--- src/design/sdcmd_pkg.sv ---
// Package for the SD-card SPI-mode command engine: transaction payload types,
// bus action codes, state encodings and the CRC7 byte-update function.
// No dependencies.
`default_nettype none

package sdcmd_pkg;

    // Bus action codes carried in a result transaction
    localparam logic [2:0] ACT_SELECT   = 3'd0;
    localparam logic [2:0] ACT_SEND     = 3'd1;
    localparam logic [2:0] ACT_READ     = 3'd2;
    localparam logic [2:0] ACT_DESELECT = 3'd3;
    localparam logic [2:0] ACT_DONE     = 3'd4;

    // Input kinds
    localparam logic KIND_START = 1'b0;
    localparam logic KIND_RX    = 1'b1;

    // Frame and bus constants
    localparam logic [1:0] FRAME_START_BITS = 2'b01;
    localparam logic [7:0] CRC7_POLY        = 8'h12;
    localparam logic [7:0] IDLE_BYTE        = 8'hff;
    localparam logic [7:0] POLL_LIMIT_RST   = 8'd100;

    // Register map: byte address bit 2 selects the register (only index 0 exists)
    localparam int         PADDR_W       = 3;
    localparam logic       REG_POLL_LIMIT = 1'b0;

    // Sequencer step numbers
    localparam logic [4:0] STEP_START_LAST = 5'd7;
    localparam logic [4:0] STEP_CRC        = 5'd6;

    typedef struct packed {
        logic        kind;
        logic [5:0]  cmd_index;
        logic [31:0] argument;
        logic [3:0]  trail_count;
        logic        extra_read;
        logic        release_after;
        logic        skip_first;
        logic [7:0]  rx_byte;
    } t_in_item;

    typedef struct packed {
        logic [2:0] action;
        logic [7:0] bus_byte;
        logic [7:0] response;
        logic [7:0] extra_byte;
        logic       status;
        logic       last;
    } t_out_item;

    typedef enum logic [3:0] {
        PH_IDLE  = 4'b0001,
        PH_SKIP  = 4'b0010,
        PH_POLL  = 4'b0100,
        PH_EXTRA = 4'b1000
    } t_phase;

    typedef enum logic [2:0] {
        SQ_START  = 3'b001,
        SQ_READ   = 3'b010,
        SQ_FINISH = 3'b100
    } t_seq_kind;

    // Fold one frame byte into the running CRC7 (kept shifted left by one)
    function automatic logic [7:0] crc7_byte(input logic [7:0] crc, input logic [7:0] b);
        logic [7:0] c;
        c = crc ^ b;
        for (int j = 0; j < 8; j++) begin
            c = {c[6:0], 1'b0} ^ (c[7] ? CRC7_POLY : 8'h00);
        end
        return c;
    endfunction

endpackage

`default_nettype wire

--- src/design/sd_spi_command_engine_top.sv ---
// SD-card SPI-mode command engine: command/poll state, result sequencer,
// output register and APB-style poll-limit register.
// Depends on sdcmd_pkg.
//
// Each input transaction updates the command state in the cycle it is taken
// and loads a short result programme into the sequencer, which emits one bus
// action per cycle into the output register while that register is empty or
// being drained. A start yields 8 results, a received byte 0, 1 or between 1
// and 18 (trailer bytes, optional deselect, then done). The next transaction
// is taken in the cycle the sequencer emits the last result of the previous
// one, so the single result sequencer sets the rate. The CRC7 of the frame is
// accumulated one byte per emitted frame byte. Received bytes while idle are
// accepted and dropped; a start taken while a command is still in progress
// abandons that command. poll_limit (index 0, reset 100) sits at byte address 0.
`default_nettype none

module sd_spi_command_engine_top
    import sdcmd_pkg::*;
(
    input  wire logic               i_clk,
    input  wire logic               i_rst_n,
    // input transaction channel
    input  wire logic               i_in_valid,
    output logic                    o_in_ready,
    input  wire t_in_item           i_in_data,
    // result transaction channel
    output logic                    o_out_valid,
    input  wire logic               i_out_ready,
    output t_out_item               o_out_data,
    // configuration port
    input  wire logic               psel,
    input  wire logic               penable,
    input  wire logic               pwrite,
    input  wire logic [PADDR_W-1:0] paddr,
    input  wire logic [31:0]        pwdata,
    output logic [31:0]             prdata,
    output logic                    pready
);

    // command state
    t_phase     r_phase, n_phase;
    logic [7:0] r_poll_count, n_poll_count;
    logic [7:0] r_saved_resp, n_saved_resp;
    logic [3:0] r_pend_trail, n_pend_trail;
    logic       r_rel_flag, n_rel_flag;
    logic       r_extra_flag, n_extra_flag;
    logic [7:0] r_poll_limit;

    // sequencer
    logic       r_seq_busy, n_seq_busy;
    t_seq_kind  r_seq_kind, n_seq_kind;
    logic [4:0] r_seq_step, n_seq_step;
    logic [5:0] r_seq_cmd, n_seq_cmd;
    logic [31:0] r_seq_arg, n_seq_arg;
    logic [3:0] r_seq_trail, n_seq_trail;
    logic       r_seq_rel, n_seq_rel;
    logic       r_seq_status, n_seq_status;
    logic [7:0] r_seq_resp, n_seq_resp;
    logic [7:0] r_seq_extra, n_seq_extra;
    logic [7:0] r_crc, n_crc;

    // output register
    logic       r_out_valid;
    t_out_item  r_out_data, w_item;

    logic       w_in_fire, w_emit, w_seq_last, w_load, w_cfg_wr, w_poll_tmo;
    logic [4:0] w_last_step, w_tail_step;
    logic [7:0] w_frame_byte, w_cnt_inc;

    // configuration port
    assign pready   = 1'b1;
    assign w_cfg_wr = psel && penable && pwrite && pready && (paddr[2] == REG_POLL_LIMIT);
    assign prdata   = (paddr[2] == REG_POLL_LIMIT) ? {24'd0, r_poll_limit} : 32'd0;

    // handshakes
    assign w_emit     = r_seq_busy && (!r_out_valid || i_out_ready);
    assign w_seq_last = (r_seq_step == w_last_step);
    assign o_in_ready = !r_seq_busy || (w_emit && w_seq_last);
    assign w_in_fire  = i_in_valid && o_in_ready;
    assign o_out_valid = r_out_valid;
    assign o_out_data  = r_out_data;

    // last step of the loaded programme
    always_comb begin
        case (r_seq_kind)
            SQ_START:  w_last_step = STEP_START_LAST;
            SQ_READ:   w_last_step = 5'd0;
            SQ_FINISH: w_last_step = {1'b0, r_seq_trail} + (r_seq_rel ? 5'd2 : 5'd0);
            default:   w_last_step = 5'd0;
        endcase
    end

    // frame byte for start steps one to five
    always_comb begin
        case (r_seq_step)
            5'd1:    w_frame_byte = {FRAME_START_BITS, r_seq_cmd};
            5'd2:    w_frame_byte = r_seq_arg[31:24];
            5'd3:    w_frame_byte = r_seq_arg[23:16];
            5'd4:    w_frame_byte = r_seq_arg[15:8];
            5'd5:    w_frame_byte = r_seq_arg[7:0];
            default: w_frame_byte = 8'h00;
        endcase
    end

    // result for the current sequencer step
    assign w_tail_step = r_seq_step - {1'b0, r_seq_trail};
    always_comb begin
        w_item        = '0;
        w_item.last   = w_seq_last;
        case (r_seq_kind)
            SQ_START: begin
                if (r_seq_step == 5'd0) begin
                    w_item.action = ACT_SELECT;
                end else if (r_seq_step == STEP_START_LAST) begin
                    w_item.action   = ACT_READ;
                    w_item.bus_byte = IDLE_BYTE;
                end else if (r_seq_step == STEP_CRC) begin
                    w_item.action   = ACT_SEND;
                    w_item.bus_byte = r_crc | 8'h01;
                end else begin
                    w_item.action   = ACT_SEND;
                    w_item.bus_byte = w_frame_byte;
                end
            end
            SQ_READ: begin
                w_item.action   = ACT_READ;
                w_item.bus_byte = IDLE_BYTE;
            end
            SQ_FINISH: begin
                if (r_seq_step < {1'b0, r_seq_trail}) begin
                    w_item.action   = ACT_SEND;
                    w_item.bus_byte = IDLE_BYTE;
                end else if (r_seq_rel && w_tail_step == 5'd0) begin
                    w_item.action = ACT_DESELECT;
                end else if (r_seq_rel && w_tail_step == 5'd1) begin
                    w_item.action   = ACT_SEND;
                    w_item.bus_byte = IDLE_BYTE;
                end else begin
                    w_item.action     = ACT_DONE;
                    w_item.response   = r_seq_resp;
                    w_item.extra_byte = r_seq_extra;
                    w_item.status     = r_seq_status;
                end
            end
            default: w_item = '0;
        endcase
    end

    // command state update and programme selection for an accepted item
    assign w_cnt_inc  = r_poll_count + 8'd1;
    assign w_poll_tmo = (w_cnt_inc >= r_poll_limit);
    always_comb begin
        n_phase      = r_phase;
        n_poll_count = r_poll_count;
        n_saved_resp = r_saved_resp;
        n_pend_trail = r_pend_trail;
        n_rel_flag   = r_rel_flag;
        n_extra_flag = r_extra_flag;
        w_load       = 1'b0;
        n_seq_kind   = r_seq_kind;
        n_seq_cmd    = r_seq_cmd;
        n_seq_arg    = r_seq_arg;
        n_seq_trail  = r_seq_trail;
        n_seq_rel    = r_seq_rel;
        n_seq_status = r_seq_status;
        n_seq_resp   = r_seq_resp;
        n_seq_extra  = r_seq_extra;
        if (w_in_fire) begin
            if (i_in_data.kind == KIND_START) begin
                n_pend_trail = i_in_data.trail_count;
                n_extra_flag = i_in_data.extra_read;
                n_rel_flag   = i_in_data.release_after;
                n_poll_count = 8'd0;
                n_saved_resp = 8'd0;
                n_phase      = i_in_data.skip_first ? PH_SKIP : PH_POLL;
                w_load       = 1'b1;
                n_seq_kind   = SQ_START;
                n_seq_cmd    = i_in_data.cmd_index;
                n_seq_arg    = i_in_data.argument;
            end else begin
                case (r_phase)
                    PH_SKIP: begin
                        n_phase    = PH_POLL;
                        w_load     = 1'b1;
                        n_seq_kind = SQ_READ;
                    end
                    PH_POLL: begin
                        n_poll_count = w_cnt_inc;
                        w_load       = 1'b1;
                        if (!i_in_data.rx_byte[7]) begin
                            n_saved_resp = i_in_data.rx_byte;
                            if (r_extra_flag) begin
                                n_phase    = PH_EXTRA;
                                n_seq_kind = SQ_READ;
                            end else begin
                                n_phase      = PH_IDLE;
                                n_seq_kind   = SQ_FINISH;
                                n_seq_trail  = r_pend_trail;
                                n_seq_rel    = r_rel_flag;
                                n_seq_status = 1'b0;
                                n_seq_resp   = i_in_data.rx_byte;
                                n_seq_extra  = 8'd0;
                            end
                        end else if (w_poll_tmo) begin
                            // timeout: deselect, one idle byte, done with status set
                            n_phase      = PH_IDLE;
                            n_seq_kind   = SQ_FINISH;
                            n_seq_trail  = 4'd0;
                            n_seq_rel    = 1'b1;
                            n_seq_status = 1'b1;
                            n_seq_resp   = 8'd0;
                            n_seq_extra  = 8'd0;
                        end else begin
                            n_seq_kind = SQ_READ;
                        end
                    end
                    PH_EXTRA: begin
                        n_phase      = PH_IDLE;
                        w_load       = 1'b1;
                        n_seq_kind   = SQ_FINISH;
                        n_seq_trail  = r_pend_trail;
                        n_seq_rel    = r_rel_flag;
                        n_seq_status = 1'b0;
                        n_seq_resp   = r_saved_resp;
                        n_seq_extra  = i_in_data.rx_byte;
                    end
                    default: begin
                        // byte while idle: dropped
                        n_phase = r_phase;
                    end
                endcase
            end
        end
    end

    // sequencer control
    always_comb begin
        n_seq_busy = r_seq_busy;
        n_seq_step = r_seq_step;
        if (w_emit) begin
            n_seq_step = r_seq_step + 5'd1;
            if (w_seq_last) begin
                n_seq_busy = 1'b0;
            end
        end
        if (w_load) begin
            n_seq_busy = 1'b1;
            n_seq_step = 5'd0;
        end
    end

    // CRC7 accumulates as each frame byte goes out
    always_comb begin
        n_crc = r_crc;
        if (w_emit && r_seq_kind == SQ_START) begin
            if (r_seq_step == 5'd0) begin
                n_crc = 8'h00;
            end else if (r_seq_step inside {[5'd1:5'd5]}) begin
                n_crc = crc7_byte(r_crc, w_frame_byte);
            end
        end
    end

    // control registers
    always_ff @(posedge i_clk) begin
        if (!i_rst_n) begin
            r_phase      <= PH_IDLE;
            r_poll_count <= 8'd0;
            r_saved_resp <= 8'd0;
            r_pend_trail <= 4'd0;
            r_rel_flag   <= 1'b0;
            r_extra_flag <= 1'b0;
            r_poll_limit <= POLL_LIMIT_RST;
            r_seq_busy   <= 1'b0;
            r_seq_kind   <= SQ_READ;
            r_seq_step   <= 5'd0;
            r_out_valid  <= 1'b0;
        end else begin
            r_phase      <= n_phase;
            r_poll_count <= n_poll_count;
            r_saved_resp <= n_saved_resp;
            r_pend_trail <= n_pend_trail;
            r_rel_flag   <= n_rel_flag;
            r_extra_flag <= n_extra_flag;
            if (w_cfg_wr) begin
                r_poll_limit <= pwdata[7:0];
            end
            r_seq_busy   <= n_seq_busy;
            r_seq_kind   <= n_seq_kind;
            r_seq_step   <= n_seq_step;
            if (w_emit) begin
                r_out_valid <= 1'b1;
            end else if (i_out_ready) begin
                r_out_valid <= 1'b0;
            end
        end
    end

    // payload registers
    always_ff @(posedge i_clk) begin
        r_seq_cmd    <= n_seq_cmd;
        r_seq_arg    <= n_seq_arg;
        r_seq_trail  <= n_seq_trail;
        r_seq_rel    <= n_seq_rel;
        r_seq_status <= n_seq_status;
        r_seq_resp   <= n_seq_resp;
        r_seq_extra  <= n_seq_extra;
        r_crc        <= n_crc;
        if (w_emit) begin
            r_out_data <= w_item;
        end
    end

    // a done result always closes its item, and closing results are reads or done
    a_done_is_last: assert property (@(posedge i_clk) disable iff (!i_rst_n)
        (r_out_valid && r_out_data.action == ACT_DONE) |-> r_out_data.last)
        else $error("done result without last");

    a_last_kind: assert property (@(posedge i_clk) disable iff (!i_rst_n)
        (r_out_valid && r_out_data.last) |->
        (r_out_data.action == ACT_DONE || r_out_data.action == ACT_READ))
        else $error("last result is neither read nor done");

    // a start always opens with the select step
    a_start_loads: assert property (@(posedge i_clk) disable iff (!i_rst_n)
        (w_in_fire && i_in_data.kind == KIND_START) |=>
        (r_seq_busy && r_seq_kind == SQ_START && r_seq_step == 5'd0))
        else $error("start did not load the sequencer");

    a_step_bound: assert property (@(posedge i_clk) disable iff (!i_rst_n)
        r_seq_busy |-> (r_seq_step <= w_last_step))
        else $error("sequencer step ran past its programme");

    a_timeout_resp: assert property (@(posedge i_clk) disable iff (!i_rst_n)
        (r_out_valid && r_out_data.action == ACT_DONE && r_out_data.status) |->
        (r_out_data.response == 8'd0 && r_out_data.extra_byte == 8'd0))
        else $error("timeout result carries response data");

endmodule

`default_nettype wire
--- config.mk ---
export PLATFORM = sky130hd
export DESIGN_NAME = sd_spi_command_engine_top
export DESIGN_NICKNAME = d
export VERILOG_FILES = /design/src/design/sdcmd_pkg.sv /design/src/design/sd_spi_command_engine_top.sv
export SDC_FILE = /design/constraint.sdc
export NUM_CORES = 1
export LEC_CHECK = 0
export BUFFER_PORTS_ARGS = -buffer_cell sky130_fd_sc_hd__buf_2
export CAP_MARGIN = 10
export CORE_ASPECT_RATIO = 1.1
export CORE_MARGIN = 5
export CORE_UTILIZATION = 30
export CTS_CLUSTER_DIAMETER = 40
export CTS_CLUSTER_SIZE = 10
export DETAILED_ROUTE_END_ITERATION = 16
export SLEW_MARGIN = 20
export SYNTH_ARGS = -nofsm -noshare
export SYNTH_HDL_FRONTEND = slang
export SYNTH_SLANG_ARGS = --single-unit
--- constraint.sdc ---
create_clock -name i_clk -period 4.93 [get_ports i_clk]
set_clock_uncertainty 0.05 [all_clocks]
set_input_delay 0.2465 -clock i_clk [delete_from_list [all_inputs] [get_ports i_clk]]
set_output_delay 0.2465 -clock i_clk [all_outputs]
set_load 0.01 [all_outputs]
After elaboration in Yosys (flattened, before gate mapping)

Cells that the tools add are included.

Bits in registers: 141
Latch bits: 0
RAM bits: 0
Memory bits (read-only): 0
Input port bits: 96
Output and inout bits: 64
Logic and storage cells: 166
Memories: 0

Add/subtract/negate cells: 4
Multiply operators: 0
Div/mod/pow operators: 0
Magnitude comparators: 4
Equal/unequal tests: 21
Shift-type cells: 0
Multiplexer cells: 66
Bitwise gates (word level): 13
Reductions and logical operators: 33

Operators by type and width:

| operator                                                        | count |
|---|---|
| 8-bit two-way mux                                               | 15 |
| 8-bit by 5-bit bitwise XOR with 8-bit output                    | 8 |
| 5-bit two-way mux                                               | 8 |
| 8-bit one-hot mux with 5 select lines                           | 1 |
| 11-bit one-hot mux with 3 select lines                          | 1 |
| 8-bit one-hot mux with 2 select lines                           | 2 |
| 4-bit two-way mux                                               | 7 |
| 25-bit two-way mux                                              | 1 |
| 3-bit two-way mux                                               | 8 |
| 11-bit two-way mux                                              | 2 |
| 5-bit by 3-bit == test with 1-bit output, second input constant | 4 |
| 17-bit two-way mux                                              | 1 |
| 1-bit two-way mux                                               | 13 |
| 4-bit one-hot mux with 3 select lines                           | 1 |
| 5-bit by 1-bit == test with 1-bit output, second input constant | 2 |
| 5-bit by 2-bit == test with 1-bit output, second input constant | 2 |
| 1-bit logical AND                                               | 10 |
| 5-bit zero test                                                 | 2 |
| 5-bit one-hot mux with 2 select lines                           | 1 |
| 2-bit AND reduction                                             | 5 |
| 2-bit nonzero test                                              | 5 |
| 3-bit one-hot mux with 3 select lines                           | 1 |
| 8-bit by 1-bit adder with 8-bit output, second input constant   | 1 |
| 8-bit greater-or-equal comparator                               | 1 |
| 30 further kinds                                                | 39 |

Depth between registers and ports, before layout

Gate-level depths: netlist of run 1.

Depth after elaboration: 20
Depth in mapped cells: 12
Depth with buffers taken out: 12

Worst setup path after synthesis of run 1

OpenSTA, ideal clock, no wires.

Path type: reg2reg
Start point: reg r_poll_count[0]
End point: reg r_seq_extra[0], enable pin
Library setup time: 0.399 ns
Arrival: 3.124 ns
Required time: 4.481 ns
Setup slack: 1.358 ns
Cell stages (with the launch flop): 12
Buffers on the path: 0
Period minus slack after synthesis: 3.572 ns
Cells stage by stage: dfxtp_1 ha_1 nand3_1 nor2_1 xor2_1 ha_1 nand4_1 or4_1 a41oi_1 a21o_1 nand2_1 nor2_1

Longest elaborated chain between the ends: 4

Ends and longest elaborated chain:

| element                                | RTL line                         | RTL |
|---|---|---|
| from (decl)                            | sd_spi_command_engine_top.sv:42  | `logic [7:0] r_poll_count, n_poll_count;` |
| from (signal assigned)                 | sd_spi_command_engine_top.sv:280 | `r_poll_count <= n_poll_count;` |
| 8-bit by 1-bit adder with 8-bit output | sd_spi_command_engine_top.sv:150 | `assign w_cnt_inc = r_poll_count + 8'd1;` |
| 8-bit greater-or-equal comparator      | sd_spi_command_engine_top.sv:151 | `assign w_poll_tmo = (w_cnt_inc >= r_poll_limit);` |
| 3-bit != test (no source line)         | n/a                              |  |
| 5-bit AND reduction (no source line)   | n/a                              |  |
| to (signal assigned)                   | sd_spi_command_engine_top.sv:307 | `r_seq_extra <= n_seq_extra;` |
| to (decl)                              | sd_spi_command_engine_top.sv:59  | `logic [7:0] r_seq_extra, n_seq_extra;` |

No other way between the ends.
A chain may end at the register's enable or synchronous reset.

Final worst setup path of run 1

Start point: reg r_seq_rel
End point: reg r_seq_arg[18], enable pin

Longest elaborated chain between the ends: 8

Ends and longest elaborated chain:

| element                                | RTL line                         | RTL |
|---|---|---|
| from (decl)                            | sd_spi_command_engine_top.sv:56  | `logic r_seq_rel, n_seq_rel;` |
| from (signal assigned)                 | sd_spi_command_engine_top.sv:304 | `r_seq_rel <= n_seq_rel;` |
| 2-bit two-way mux                      | sd_spi_command_engine_top.sv:88  | `SQ_FINISH: w_last_step = {1'b0, r_seq_trail} + (r_seq_rel ? 5'd2 : 5'd0);` |
| 4-bit by 2-bit adder with 5-bit output | sd_spi_command_engine_top.sv:88  |  |
| 5-bit one-hot mux with 2 select lines  | sd_spi_command_engine_top.sv:85  | `case (r_seq_kind)` |
| 5-bit == test                          | sd_spi_command_engine_top.sv:77  | `assign w_seq_last = (r_seq_step == w_last_step);` |
| 1-bit logical AND                      | sd_spi_command_engine_top.sv:78  | `assign o_in_ready = !r_seq_busy \|\| (w_emit && w_seq_last);` |
| 1-bit logical OR                       | sd_spi_command_engine_top.sv:78  |  |
| 1-bit logical AND                      | sd_spi_command_engine_top.sv:79  | `assign w_in_fire = i_in_valid && o_in_ready;` |
| 2-bit AND reduction (no source line)   | n/a                              |  |
| to (signal assigned)                   | sd_spi_command_engine_top.sv:302 | `r_seq_arg <= n_seq_arg;` |
| to (decl)                              | sd_spi_command_engine_top.sv:54  | `logic [31:0] r_seq_arg, n_seq_arg;` |

No other way between the ends.

==> results of run 1 <==
-- synthesized netlist by cell type (all sizes together), types with 14 or more instances --
cell type	n	area, sq um
a21oi	17	85.1
and2	30	188
buf	33	231
clkbuf	21	78.8
dfxtp	43	861
edfxtp	94	2820
ha	19	238
inv	19	71.3
nand2	62	233
nand2b	14	87.6
nor2	40	158
o21ai	28	140
xnor2	16	140
-- registers in the layout (all words and copies together) (netlist names), 5 cells and up --
| register | flops |
|---|---|
| o_out_data | 28 |
| r_poll_count | 8 |
| r_saved_resp | 7 |
| r_crc | 7 |
| r_seq_extra | 8 |
| r_seq_arg | 32 |
| r_poll_limit | 8 |
| r_seq_resp | 7 |
| r_seq_cmd | 6 |
| r_seq_step | 5 |
-- report_power, final --
part	internal (mW)	switching (mW)
clock	0.662	0.542
combinational	0.112	0.153
sequential	1.29	0.0233
-- per-stage QoR --
stage	utilization	instance area, sq um	power (mW)	setup WS, ns
after floorplan	-	6850	1.50	1.36
after global routing	0.381	8450	2.91	1.20
final	0.381	8450	2.78	1.43
after global placement	0.338	7490	1.58	1.42
after detailed placement	0.338	7490	1.58	1.41
after CTS	0.381	8450	2.82	1.40
-- path summary, 6_finish.rpt --
| path | from | end | slack [ns] | cells after the start |
|---|---|---|---|---|
| max | r_seq_rel | r_seq_arg[18] | 1.43 | 9 |
| min | pwdata[6] | r_poll_limit[6] | 0.02 | 3 |
| min reg2reg | r_rel_flag | r_rel_flag | 0.41 | 2 |
| max reg2reg | r_seq_rel | r_seq_arg[18] | 1.43 | 9 |
-- layer usage --
layer  wire length [um]  GRT usage  up-vias
li1                   -          -     2435
met1               6720      0.147     2262
met2               7690      0.202      124
met3                633     0.0302       27
met4                350     0.0527        2
met5                 11          0        -
-- worst reg2reg max path: stages, from the launching register on --
cell and delay [ns]:
edfxtp_1 0.42, ha_1 0.24, ha_1 0.33, nand2_1 0.06, nor3_1 0.13, a21oi_1 0.06
o311a_1 0.38, o41a_1 0.62, nor2_4 0.32, buf_4 0.51
-- final cells by class --
cell class              count  area (sq um)  area share
clock buffers              17           425      0.0503
clock inverters            15           134      0.0158
inverters                  19          71.3     0.00844
multi-input cells         419          2790       0.331
flip-flops and latches    137          3680       0.436
well taps                 295           369      0.0437
repair buffers            152           973       0.115
-- cell families (layout without fill, tap and decap cells) --
kind of cell	count (synthesis)	in the layout	synth area share
other	2	26	0.00111
AO/OA/AOI/OAI	127	127	0.138
XOR/XNOR	30	30	0.0429
AND/OR/NAND/NOR	207	207	0.165
flip-flops	137	137	0.545
buffers and inverters	73	203	0.0564
multiplexers	9	9	0.0135
adder cells (fa/ha/maj)	20	20	0.0381
==> reports/results.tsv, run 1 <==
stage	metric	value	unit
sta	finalMaxSlewViolations	0	
power_and_ir_drop	power_density	329	nW/um^2
worst_setup_path	critPathArrivalTime	3.51	ns
worst_setup_path	worst_path_max_delay_cell	o41a_1	
worst_hold_path	hold_path_class	in2reg	
worst_setup_path	crit_buf_inv	1	
placement	dp_hpwl	10.7	mm
sta	rsz0062_at_grt	false	
synth	syn_area_per_cell	11.2	sq um
synth	synth_seq_cells	137	
floorplanning	core	22200	sq um
finish	syn_to_final_growth	25.0	%
route	wl_per_cell	14.6	um
synth	ys_types	66	
run_status	status	finished clean	
clocking	clockBufferDepth	2	
worst_setup_path	crit_family	compound AO/OA/AOI/OAI gates	
sta	worst_slew_pin_slew	0.994	ns
route	post_drt_via_cell_ratio	4.60	
finish	layoutNonFillerInstCount	1054	
placement	place_congestion	0.814	
synth	postSynth.asyncResetShare	0	
clocking	ctsHoldBuffers	40	
sta	fin_crit_sh	0.711	
sta	period_minus_slack	3.50	ns
worst_setup_path	path_class	reg2reg	
route	drc	0	
clocking	h-tree-depth	4	
worst_setup_path	cp_cell_sequence	ha_1, ha_1, nand2_1, nor3_1, a21oi_1, o311a_1, o41a_1, nor2_4, buf_4	
sta	setup_tns	0	ns
finish	nets	862	
global_route	grt_pass1_vias	4800	
clocking	cts_root_buf	clkbuf_16	
clocking	clkLatencyLatePin	0.42	ns
worst_setup_path	required	4.94	ns
power_and_ir_drop	ir_drop	0.188	mV
sta	setup_viol	0	
clocking	cts_buffers	17	
synth	synthesis.area	6760	sq um
finish	antenna_cells	0	
global_route	grtUsageTotal	0.121	
floorplanning	die_area	25600	sq um
finish	final_common_cell	buf_2	
clocking	ctsResizeCount	0	
finish	drive_gt1_frac	0.209	
route	dr_total_vias	4850	
global_route	grt_pass1_wl	25.0	mm
floorplanning	die_y	167	um
worst_setup_path	crit_path_start_kind	flip-flop	
flow_run	maxCapViolations	0	
synth	seq_area_frac_synth	0.545	
synth	syn_inst	605	
route	dr.first_iter.drc_count	188	
finish	fillers	2179	
placement	port_buffers	107	
global_route	grt_max_degree	51	
synth	ys.flop_type	edfxtp_1	
sta	slew_headroom	0.337	
global_route	antenna_found_initial	1	
synth	synth-warning-count	0	
sta	hold_violations	0	
synth	synth_edf_count	94	
finish	final_cell_mix	107 x buf_2, 94 x edfxtp_1, 62 x nand2_1	
power_and_ir_drop	leakage	3.31	nW
worst_setup_path	cp_max_fo	39	
route	firstDrtPassIters	4	
global_route	grt_remaining_overflow	0	
worst_setup_path	cp_common_cell	ha_1	
placement	dp_cells	982	
sta	whs	0.0155	ns
clocking	cts_tree	done	
clocking	clkTransAtPathRegs	0.06	ns
floorplanning	start_util	0.305	
floorplanning	die_w	153	um
route	finalWirelength	15.4	mm
clocking	cts_setup_buffers	0	
clocking	cts_sinks	137	
floorplanning	rows	57	
worst_setup_path	slowest_delay	0.62	ns
route	ant_nets	0	
worst_setup_path	cp-end-kind	flip-flop	
floorplanning	ios	160	
sta	fmax	0.285	GHz
(Power assumes the default switching activity.)
==> run 2, diff against run 1 <==
==> constraint.sdc (replaced) <==
create_clock -name i_clk -period 3.1 [get_ports i_clk]
set_clock_uncertainty 0.05 [all_clocks]
set_input_delay 0.155 -clock i_clk [delete_from_list [all_inputs] [get_ports i_clk]]
set_output_delay 0.155 -clock i_clk [all_outputs]
set_load 0.01 [all_outputs]
==> run 2 against run 1 <==
Die area is the same; sequential share of layout area shrank 2.5 points; final area grew 6.1%; sequential power grew 60%; wire length grew 2.6%; register-to-register slack lost 1.3 ns; worst setup slack lost 1.3 ns; largest cell class unchanged; largest power group unchanged; highest routed layer is now met4.
==> reports/results.tsv, run 2 (synthesis gave the netlist of run 1 again) <==
stage	metric	value	unit	change
worst_hold_path	hold_path_class	in2reg		
floorplanning	core	22200	sq um	unchanged
worst_setup_path	crit_family	compound AO/OA/AOI/OAI gates		
worst_setup_path	cp_cell_sequence	ha_2, ha_4, nand2_1, nor3_1, a21oi_1, o311a_1, o41a_1, nor2_4, buf_12		
sta	setup_viol	0		unchanged
finish	drive_gt1_frac	0.237		+0.0278
worst_setup_path	crit_path_start_kind	flip-flop		
route	ant_nets	0		unchanged
clocking	clkTransAtPathRegs	0.06	ns	about the same
worst_setup_path	cp-end-kind	flip-flop		
global_route	antenna_found_initial	0		-1
worst_hold_path	timing.hold.worst.start	i_out_ready		
global_route	grtUsageTotal	0.123		+0.00279
clocking	clkLatencyLatePin	0.42	ns	about the same
global_route	grt_pass1_vias	4880		+1.7%
sta	fmax	0.341	GHz	+20%
clocking	cts_buffers	17		unchanged
sta	whs	0.0321	ns	+0.0166 ns
floorplanning	rows	57		unchanged
power_and_ir_drop	ir_drop	0.286	mV	+52%
sta	worst_slew_pin_slew	0.624	ns	-0.369 ns
finish	final_common_cell	buf_2		
sta	setup_ws	0.170	ns	-1.26 ns
worst_setup_path	crit_buf_inv	1		unchanged
finish	fin_util	0.404		+0.0231
route	dr_total_vias	4949		+2.0%
flow_run	maxCapViolations	0		unchanged
worst_setup_path	required	3.16	ns	-1.78 ns
power_and_ir_drop	leakage	3.56	nW	+7.8%
placement	pre_cts_ws	0.0934	ns	-1.31 ns
finish	largest_reg_flops	32		unchanged
route	dr.first_iter.drc_count	326		+73%
finish	nets	908		+5.3%
route	wl_per_cell	14.4	um	-1.7%
clocking	cts_setup_buffers	0		unchanged
run_status	status	finished clean		
route	firstDrtPassIters	5		+1
sta	period_minus_slack	2.93	ns	-0.573 ns
worst_setup_path	cp_max_fo	41		+5.1%
worst_setup_path	critPathArrivalTime	2.99	ns	-0.52 ns
route	drc	0		unchanged
global_route	grt_remaining_overflow	0		unchanged
sta	slew_headroom	0.582		+0.246
sta	hold_violations	0		unchanged
worst_setup_path	crit_start	r_seq_rel		
sta	rsz0062_at_grt	false		
global_route	grt_pass1_wl	25.6	mm	+2.2%
finish	antenna_cells	0		unchanged
clocking	cts_sinks	137		unchanged
placement	dp_hpwl	11.1	mm	+3.8%
floorplanning	ios	160		unchanged
clocking	cts_tree	done		
route	finalWirelength	15.8	mm	+2.6%
sta	finalMaxSlewViolations	0		unchanged
floorplanning	die_w	153	um	unchanged
floorplanning	die_y	167	um	unchanged
worst_setup_path	worst_path_max_delay_cell	o41a_1		
sta	fin_crit_sh	0.945		+0.235
finish	syn_to_final_growth	32.6	%	
finish	largest_register	r_seq_arg		
worst_setup_path	path_class	reg2reg		
finish	final_cell_mix	107 x buf_2, 94 x edfxtp_1, 62 x nand2_1		
power_and_ir_drop	fin_total_pwr	4.62	mW	+66%
power_and_ir_drop	power_density	515	nW/um^2	+56%
floorplanning	start_util	0.305		unchanged
route	post_drt_via_cell_ratio	4.50		-2.2%
placement	port_buffers	107		unchanged
placement	place_congestion	0.797		-2.1%
worst_setup_path	slowest_delay	0.57	ns	-0.05 ns
clocking	h-tree-depth	4		unchanged
clocking	cts_root_buf	clkbuf_16		
global_route	grt_max_degree	43		-16%
clocking	clockBufferDepth	2		unchanged
floorplanning	die_area	25600	sq um	unchanged
worst_setup_path	rr_startpoint	r_seq_rel		
==> run 2: area by class of cell <==
class                      count  area, sq um
timing repair buffer         198         1400
clock inverter                15          179
inverter                      19         71.3
clock buffer                  17          425
tap                          295          369
sequential                   137         3680
fill                        2070        13200
multi-input combinational    419         2840
==> run 2: tightest hold or removal path, cell delays in order <==
cell and delay, ns:
buf_2 0.08, nor2b_1 0.06, o21a_1 0.16
==> run 2: per-stage QoR <==
stage / setup TNS [ns] / instance area (sq um) / std cells
detailed placement: 0 / 7730 / 1007
global route: 0 / 8960 / 1100
global placement: 0 / 7730 / 1007
finish: 0 / 8960 / 1100
CTS: 0 / 8940 / 1100
floorplan: -3.77 / 6880 / 629
==> run 2: repair_timing <==
item / 4_1_cts / 5_1_grt
endpoints found under the setup margin: 0 / 26
gates resized for setup: 0 / 4
hold buffers: 61 / 0
hold endpoints to repair: 64 / 0
==> run 2: final timing paths <==
kind	to	slack [ns]	cells past startpoint
setup / recovery	r_seq_arg[7]	0.17	9
hold reg to reg	r_rel_flag	0.40	2
hold / removal	o_out_valid	0.03	3
setup reg to reg	r_seq_arg[7]	0.17	9
==> run 2: where the power goes <==
part / total [mW] / switching, mW / internal, mW
combinational: 0.471 / 0.254 / 0.216
clock: 2.06 / 0.841 / 1.22
sequential: 2.09 / 0.0378 / 2.05
total: 4.62 / 1.13 / 3.48
==> run 2: layer usage <==
layer / vias up / GRT usage / part of all wire
met1: 2295 / 0.154 / 0.44
li1: 2530 / - / -
met2: 106 / 0.211 / 0.51
met3: 18 / 0.0292 / 0.044
met5: - / 0 / 0
met4: 0 / 0.0415 / 0.014
